## config.mk

```make
export PLATFORM = sky130hd
export DESIGN_NAME = plmc_front
export DESIGN_NICKNAME = d
export VERILOG_FILES = /design/src/sv/plmc_pkg.sv /design/src/sv/plmc_fifo.sv /design/src/sv/plmc_front.sv
export SDC_FILE = /design/constraint.sdc
export NUM_CORES = 1
export LEC_CHECK = 0
export BUFFER_PORTS_ARGS = -buffer_cell sky130_fd_sc_hd__buf_4
export CORE_ASPECT_RATIO = 0.8
export CORE_MARGIN = 2
export CORE_UTILIZATION = 40
export CTS_CLUSTER_SIZE = 30
export DETAILED_ROUTE_END_ITERATION = 16
export GPL_ROUTABILITY_DRIVEN = 0
export PLACE_DENSITY_LB_ADDON = 0.25
export RECOVER_POWER = 25
export SLEW_MARGIN = 10
export SYNTH_ARGS = -nofsm -noshare
export SYNTH_HDL_FRONTEND = slang
export SYNTH_SLANG_ARGS = --single-unit
```

## constraint.sdc

```tcl
create_clock -name clk -period 22.2 [get_ports clk]
set_input_delay 2.22 -clock clk [delete_from_list [all_inputs] [get_ports clk]]
set_output_delay 2.22 -clock clk [all_outputs]
set_load 0.02 [all_outputs]
```

## src/sv/plmc_pkg.sv

```systemverilog
// ----------------------------------------------------------------------------
// plmc_pkg
// Types, register indexes and constants of the protection level margin cost
// evaluator.
// ----------------------------------------------------------------------------
package plmc_pkg;

	// default widths
	localparam int LENGTH_BITS_DEF = 24;
	localparam int COST_BITS_DEF   = 48;

	// queue depth between front and back, and on the result side
	localparam int QUEUE_DEPTH = 2;

	// fixed point formats
	localparam int GAIN_BITS   = 16;
	localparam int GAIN_SHIFT  = 8;
	localparam int RATIO_FRAC  = 16;
	localparam int RATIO_SHIFT = 24;

	// register reset values
	localparam logic [3:0]  MODE_RESET      = 4'd13;
	localparam logic [31:0] MAX_COST_RESET  = 32'd196608000;
	localparam logic [31:0] EPS_LIMIT_RESET = 32'd1;
	localparam logic [31:0] MARGIN_RESET    = 32'd256;
	localparam logic [15:0] GAIN_RESET      = 16'd256;
	localparam logic [15:0] MU_RESET        = 16'd0;

	typedef enum logic [2:0] {
		REG_MODE_FLAGS = 3'd0,
		REG_MAX_COST   = 3'd1,
		REG_EPS_LIMIT  = 3'd2,
		REG_MARGIN_H   = 3'd3,
		REG_MARGIN_V   = 3'd4,
		REG_GAIN_H     = 3'd5,
		REG_GAIN_V     = 3'd6,
		REG_MU_RATIO   = 3'd7
	} reg_idx_t;

	typedef struct packed {
		logic ratio;
		logic hinge;
		logic penalize;
		logic unified;
	} mode_t;

	typedef enum logic [1:0] {
		RISK_NONE     = 2'd0,
		RISK_SAFE     = 2'd1,
		RISK_MARGINAL = 2'd2,
		RISK_UNSAFE   = 2'd3
	} risk_t;

	typedef enum logic [1:0] {
		AXIS_NONE     = 2'd0,
		AXIS_BALANCED = 2'd1,
		AXIS_HORIZ    = 2'd2,
		AXIS_VERT     = 2'd3
	} axis_t;

	// classification of one item, from front to back
	typedef struct packed {
		logic  ok;
		logic  pen;
		logic  ren;
		logic  unified;
		risk_t risk;
		axis_t dom;
	} item_ctl_t;

endpackage

```

## src/sv/plmc_fifo.sv

```systemverilog
// ----------------------------------------------------------------------------
// plmc_fifo
// Small register queue; head shown combinationally while not empty.
// ----------------------------------------------------------------------------
module plmc_fifo import plmc_pkg::*; #(
	parameter int W     = 8,
	parameter int DEPTH = QUEUE_DEPTH
) (
	input  logic         clk,
	input  logic         arst_n,
	input  logic         push,
	input  logic [W-1:0] wdata,
	output logic         full,
	input  logic         pop,
	output logic [W-1:0] rdata,
	output logic         empty
);

	// DEPTH is a power of two so the pointers wrap naturally
	localparam int AW = (DEPTH > 1) ? $clog2(DEPTH) : 1;

	logic [W-1:0]  mem_q [DEPTH];
	logic [AW-1:0] wptr_q, rptr_q;
	logic [AW:0]   cnt_q;
	logic          do_push, do_pop;

	assign full    = (cnt_q == (AW+1)'(DEPTH));
	assign empty   = (cnt_q == '0);
	assign do_push = push && !full;
	assign do_pop  = pop && !empty;
	assign rdata   = mem_q[rptr_q];

	// pointers and fill count
	always_ff @(posedge clk or negedge arst_n) begin
		if (!arst_n) begin
			wptr_q <= '0;
			rptr_q <= '0;
			cnt_q  <= '0;
		end else begin
			if (do_push) wptr_q <= wptr_q + 1'b1;
			if (do_pop)  rptr_q <= rptr_q + 1'b1;
			if (do_push && !do_pop)      cnt_q <= cnt_q + 1'b1;
			else if (!do_push && do_pop) cnt_q <= cnt_q - 1'b1;
		end
	end

	// storage
	always_ff @(posedge clk) begin
		if (do_push) mem_q[wptr_q] <= wdata;
	end

endmodule

```

## src/sv/plmc_front.sv

```systemverilog
// ----------------------------------------------------------------------------
// plmc_front
// Accepts items, checks validity, forms margins, risk band, dominant axis,
// hinge exceedances and ratio denominators, and queues them for the back.
// ----------------------------------------------------------------------------
module plmc_front import plmc_pkg::*; #(
	parameter int LENGTH_BITS = LENGTH_BITS_DEF
) (
	input  logic                   clk,
	input  logic                   arst_n,
	// input beats
	input  logic                   push,
	output logic                   full,
	input  logic [LENGTH_BITS-1:0] alert_h,
	input  logic [LENGTH_BITS-1:0] alert_v,
	input  logic [LENGTH_BITS-1:0] prot_h,
	input  logic [LENGTH_BITS-1:0] prot_v,
	input  logic                   all_finite,
	// configuration
	input  mode_t                  mode,
	input  logic [LENGTH_BITS-1:0] eps_limit,
	input  logic [LENGTH_BITS-1:0] hinge_off_h,
	input  logic [LENGTH_BITS-1:0] hinge_off_v,
	// queue towards the back
	output logic                   q_valid,
	input  logic                   q_pop,
	output item_ctl_t              q_ctl,
	output logic signed [LENGTH_BITS:0] q_mh,
	output logic signed [LENGTH_BITS:0] q_mv,
	output logic signed [LENGTH_BITS:0] q_mmin,
	output logic [LENGTH_BITS:0]   q_eh,
	output logic [LENGTH_BITS:0]   q_ev,
	output logic [LENGTH_BITS-1:0] q_ph,
	output logic [LENGTH_BITS-1:0] q_pv,
	output logic [LENGTH_BITS:0]   q_dh,
	output logic [LENGTH_BITS:0]   q_dv
);

	localparam int L  = LENGTH_BITS;
	localparam int CW = $bits(item_ctl_t);
	localparam int IW = CW + 7*(L+1) + 2*L;

	item_ctl_t          ctl;
	logic               ok, hinge_on, lt, q_empty;
	logic [L-1:0]       off_v, thr_v;
	logic [L+1:0]       ex_h, ex_v;
	logic [L:0]         e_h, e_v, den_h, den_v;
	logic signed [L:0]  mh, mv, mmin, mh_raw, mv_raw;
	logic [IW-1:0]      wdata, rdata;

	// classification
	always_comb begin
		ok       = all_finite && (!mode.unified || (alert_h > eps_limit && alert_v > eps_limit));
		hinge_on = !mode.unified || mode.hinge;
		off_v    = mode.unified ? hinge_off_v : hinge_off_h;
		thr_v    = off_v;

		// hinge exceedance prot - alert + offset, kept only when positive
		ex_h = {2'b0, prot_h} + {2'b0, hinge_off_h} - {2'b0, alert_h};
		ex_v = {2'b0, prot_v} + {2'b0, off_v} - {2'b0, alert_v};
		e_h  = (ok && hinge_on && !ex_h[L+1]) ? ex_h[L:0] : '0;
		e_v  = (ok && hinge_on && !ex_v[L+1]) ? ex_v[L:0] : '0;

		den_h = {1'b0, alert_h} + {1'b0, eps_limit};
		den_v = {1'b0, alert_v} + {1'b0, eps_limit};

		mh_raw = $signed({1'b0, alert_h}) - $signed({1'b0, prot_h});
		mv_raw = $signed({1'b0, alert_v}) - $signed({1'b0, prot_v});
		lt     = mh_raw < mv_raw;
		mh     = ok ? mh_raw : '0;
		mv     = ok ? mv_raw : '0;
		mmin   = ok ? (lt ? mh_raw : mv_raw) : '0;

		ctl.ok      = ok;
		ctl.pen     = !ok && mode.unified && mode.penalize;
		ctl.ren     = ok && mode.unified && mode.ratio;
		ctl.unified = mode.unified;

		// risk band
		if (!ok)
			ctl.risk = RISK_NONE;
		else if (mh_raw[L] || mv_raw[L])
			ctl.risk = RISK_UNSAFE;
		else if (mh_raw < $signed({1'b0, hinge_off_h}) || mv_raw < $signed({1'b0, thr_v}))
			ctl.risk = RISK_MARGINAL;
		else
			ctl.risk = RISK_SAFE;

		// tighter axis
		if (!ok)                ctl.dom = AXIS_NONE;
		else if (mh_raw == mv_raw) ctl.dom = AXIS_BALANCED;
		else if (lt)            ctl.dom = AXIS_HORIZ;
		else                    ctl.dom = AXIS_VERT;
	end

	assign wdata = {ctl, mh, mv, mmin, e_h, e_v, prot_h, prot_v, den_h, den_v};

	plmc_fifo #(.W(IW), .DEPTH(QUEUE_DEPTH)) u_queue (
		.clk   (clk),
		.arst_n(arst_n),
		.push  (push),
		.wdata (wdata),
		.full  (full),
		.pop   (q_pop),
		.rdata (rdata),
		.empty (q_empty)
	);

	assign q_valid = !q_empty;
	assign {q_ctl, q_mh, q_mv, q_mmin, q_eh, q_ev, q_ph, q_pv, q_dh, q_dv} = rdata;

endmodule

```

Word-level counts from Yosys, hierarchy flattened
Memories as Yosys holds them, arrays and structs flattened. Cells that the tools add are included.

Word-level logic and storage cells: 67. Memories kept: 1. Flip-flop bits (word level): 4. RAM bits: 462. Input bits: 177.

Memory list: u_queue.mem_q (depth 2, bits a word 231, read ports 1, clocked after Yosys merged registers in 0, wr ports 1, RTL line plmc_fifo.sv:22) `logic [W-1:0] mem_q [DEPTH];`.

Mux-type cells: 17. Eq/ne operators: 2. Magnitude comparators: 5. Reductions and logical operators: 27. $add $sub $neg: 12.

Operators with widths (count): $mux W25 (6); $add A24 B24 Y25 (4); $lt A25 B25 Y1 (3); $sub A25 B24 Y26 (2); $sub A24 B24 Y25 (2); $gt A24 B24 Y1 (2); $eq A25 B25 Y1 (1); $mux W24 (1); $mux W2 (7); $logic_and A1 B1 Y1 (13); $logic_not A1 Y1 (8); $logic_or A1 B1 Y1 (4); $mux W1 (3); $add A1 B1 Y1 const B (2); $add A2 B1 Y2 const B (1); $eq A2 B2 Y1 const B (1); $logic_not A2 Y1 (1); $reduce_bool A2 Y1 (1); $sub A2 B1 Y2 const B (1).

Depth between registers and ports, before layout
Word-level depth: 7. Gate-level depth with buffers: 23.

Hierarchy
From an unflattened synthesis, not the netlist that was laid out.

Cell total of the unflattened synthesis: 2589. Area total of the unflattened synthesis: 31097.3 sq um.

By module, submodules not included: plmc_fifo (instances 1, cells each 738, area an instance 17608.1 sq um); plmc_front (instances 1, cells each 1851, area an instance 13489.2 sq um).

Least setup slack after synthesis
Ideal clock, no wire load.

Path kind: in2reg. From: input port push. To: memory u_queue.mem_q[0][0] (netlist bit) (enable). Setup time: 0.826 ns. Path slack: 9.493 ns. Path buffers: 0. Data required time: 21.374 ns. Data arrival time: 11.881 ns. Stages on the path: 2. Path through: nand2_1 nor2_1.

Longest elaborated chain between the ends: 3.

Ends and longest elaborated chain: from (decl) (RTL line plmc_front.sv:12) `input logic push,`; $logic_and A1 B1 Y1 (RTL line plmc_fifo.sv:29) `assign do_push = push && !full;`; $mux W1 (RTL line plmc_fifo.sv:49) `if (do_push) mem_q[wptr_q] <= wdata;`; $mux W1 (not written as such) (RTL line plmc_fifo.sv:49); to (decl) (RTL line plmc_fifo.sv:22).

Every way passes these cells.

Worst setup path in the final report
From: input port push. To: memory u_queue.mem_q[0][101] (netlist bit) (enable).

The elaborated chain is that of the path after synthesis.

==> metrics.md <==
| Metric | Value |
|---|---|
| Commonest non-fill, non-tap cell in the layout | `edfxtp_1` |
| Final min period | `10.60 ns` |
| # hold bufs at CTS | `0` |
| Violated checks | `max-capacitance violations, max-slew violations` |
| PostCTS Resize Cnt | `0` |
| Min-delay worst type | `flip-flop to flip-flop` |
| # setup viols final | `0` |
| CP delay by family, top | `buffers and inverters` |
| 1st-iter DRT viols | `1868` |
| Clk_lat worst skew | `0.62 ns` |
| Reg2Reg Launch Point | `u_queue.cnt_q[0]` |
| Setup repair bufs after CTS | `0` |
| Top cell by count, worst path | `clkbuf_1` |
| Ranking of synthesized cells by area | `edfxtp_1 (46%), ha_1 (13%), mux2_2 (8.7%)` |
| Slew Limit Fails | `376` |
| Clock Skew | `0.0179 ns` |
| CTS Sinks | `between 400 and 500` |
| YS warnings | `0` |
| Port Buffers | `409` |
| Number of remaining DRC errors | `0` |
| Fillers | `6677` |
| Clock buffer depth | `3` |
| First-pass GRT wire length | `140 mm` |
| Area grow syn2layout | `18.7%` |
| Vias per Instance | `roughly 5.4` |
| Reg2Reg Setup Slack | `about 13 ns` |
| GRT Residual Overflow | `0` |
| Reg power frac | `34.0%` |
| Setup tns final | `0 ns` |
| Vias in the first global route | `21600` |
| Vias | `22000` |
| Cells after synthesis | `~2600` |
| R2R depth | `4` |
| Status | `complete, but fails checks` |
| Pwr/cell area | `110 nW/um2` |
| Gr usage total | `24.2%` |
| Die span in y | `~250 um` |
| P_sw | `1.49 mW` |
| Tcrit/Tclk final | `47.7%` |
| Initial core utilization | `40.6%` |
| Sequential area share after synthesis | `between 40 and 50%` |
| Final wirelength | `about 97 mm` |
| Fmax | `94.4 MHz` |
| CP Cell Sequence | `clkbuf_1 > nand2_1 > nor2_1 > clkbuf_1` |
| IO Count | `410` |
| Crit path largest cell delay | `6.21 ns` |
| Critical Path RT | `approximately 22 ns` |
| Worst-path maximum fanout | `roughly 150` |
| Root buf cell | `clkbuf_16` |
| Clock Power Share | `20.9%` |
| Placed inst area | `34400 um2` |
| RSZ-0062 raised after global routing | `false` |
| DP HPWL | `76.5 mm` |
| Peak supply drop | `roughly 0.067 mV` |
| Ys async rst share | `0.858%` |
| Critical path's slowest cell | `clkbuf_1` |
| Share of layout cells above drive strength 1 | `23.9%` |
| Avg Inst Size Synth | `11.7 um2` |
| Largest area contributor in the netlist | `edfxtp_1` |
| Fin area | `35700 um2` |
| Gate power share | `45.2%` |
| Core area | `74100 um2` |
| Worst hold path stage count | `1` |
| Post-synth cell types | `86` |
| Worst setup margin | `~12 ns` |
| Slew @ Worst Pin | `8.81 ns` |
| Worst Setup Start Kind | `primary input` |
| Sw Share | `38.0%` |
| Clock transition at path regs | `0.06 ns` |
| Die area | `77400 um2` |
| Die X | `between 300 and 400 um` |
| Antenna Nets Post-Route | `0` |
| Number of synthesized flops with an enable pin | `462` |
| Hold Vio Cnt, Final | `0` |
| Placed cell count | `3954` |
| Top FF cell, synth | `edfxtp_1` |
| Crit path kind | `primary input to flip-flop` |
| CTS H-tree lvls | `2` |
| Cts bufs inserted | `49` |
| Cell Area, Synth | `30100 um2` |
| Largest net degree at the start of global routing | `146` |
| Worst Hold End | `u_queue.cnt_q[1]` |
| Antenna violations before repair | `1` |
| Leakage | `between 15 and 20 nW` |
| Max-Cap Viols | `6` |
| Commonest cells after routing, fill and taps aside | `edfxtp_1 (462), buf_4 (382), inv_1 (323)` |
| Non-filler cells, final | `4041` |
| Hold wc startpoint | `u_queue.cnt_q[1]` |
| # nets final | `roughly 3500` |
| Register bit total from synthesis | `466` |
| Pre-CTS setup slack | `14.36 ns` |
| Yosys top cell area share | `a little under half` |
| Reg-to-reg endpoint | `u_queue.mem_q[0][101]` |
| CTS tree | `done` |
| Internal power | `between 2 and 2.5 mW` |
| Setup crit end kind | `flip-flop` |
| Relative slew slack | `-488%` |
| Placement Rows | `between 80 and 90` |
| Buf/Inv on CP | `2` |
| Syn Nets | `3114` |
| First drt pass iteration count | `6` |
| Drt wl/cell | `23.9 um` |
| Critical path data arrival time | `about 11 ns` |
[power groups by stage]
stage	logic, mW	clock network [mW]	registers (mW)
finish	1.77	0.817	1.33
global route	1.89	0.870	1.35
CTS	1.79	0.834	1.30
detailed placement	1.78	0	1.32
global placement	1.76	0	1.31
floorplan	1.11	0	1.36
[Yosys cell counts (all sizes together), types with 15 or more instances]
cell type	n
edfxtp	462
inv	323
ha	311
mux2	232
nor2	160
a21oi	143
o21ai	89
xnor2	66
a21o	58
nand2	55
nor3	54
fa	52
xor2	51
nand3	48
nor2b	47
clkbuf	46
mux2i	30
o21a	30
o21bai	27
and2	25
nand2b	23
a31oi	19
nand4	19
and3	15
o31ai	15
[cell families after synthesis]
family / count (synthesis) / share of synthesized area (%)
buf+inv: 384 / 4.96
mux: 262 / 9.69
fa+ha+maj: 363 / 16.4
simple gates: 508 / 8.70
flops: 466 / 46.5
compound gates: 474 / 10.4
xor+xnor: 117 / 3.41
[metal layers]
layer	up-vias	routed length, um	global-route usage, %
met2	950	42200	37.4
li1	10100	-	-
met5	-	14	0
met4	2	2310	5.76
met1	10800	42800	34.0
met3	129	9240	6.26
[metrics by stage]
stage	hold WS [ns]	total power [mW]	util [%]
4_1_cts	0.496	3.93	48.5
3_5_place_dp	0.484	3.10	46.4
5_1_grt	0.519	4.12	48.2
6_report	0.502	3.92	48.2
2_1_floorplan	0.457	2.46	-
3_3_place_gp	0.475	3.07	46.4
[registers in the layout, indices dropped and copies added (netlist names)]
register and count:
u_queue.cnt_q 2, u_queue.mem_q 462, u_queue.rptr_q 1, u_queue.wptr_q 1
[final cells by class]
class	instances	area (um2)	share of cell area, %
clock buffer	57	1260	3.52
sequential	466	14000	39.1
antenna	1	2.50	0.00701
clock inverter	29	298	0.834
multi-input combinational	1724	14600	40.9
inverter	323	1210	3.40
timing repair buffer	440	3090	8.65
tap	1001	1250	3.51
[how the worst max path moves through the flow]
stage / from / endpoint / depth (start not counted)
finish: push / u_queue.mem_q[0][101] / 4
global route: push / u_queue.mem_q[0][55] / 4
CTS: alert_v[1] / u_queue.mem_q[0][148] / 20
detailed placement: alert_v[1] / u_queue.mem_q[0][148] / 20
global placement: alert_h[0] / u_queue.mem_q[0][172] / 22
floorplan: push / u_queue.mem_q[0][0] / 2
(Power assumes the default switching activity.)
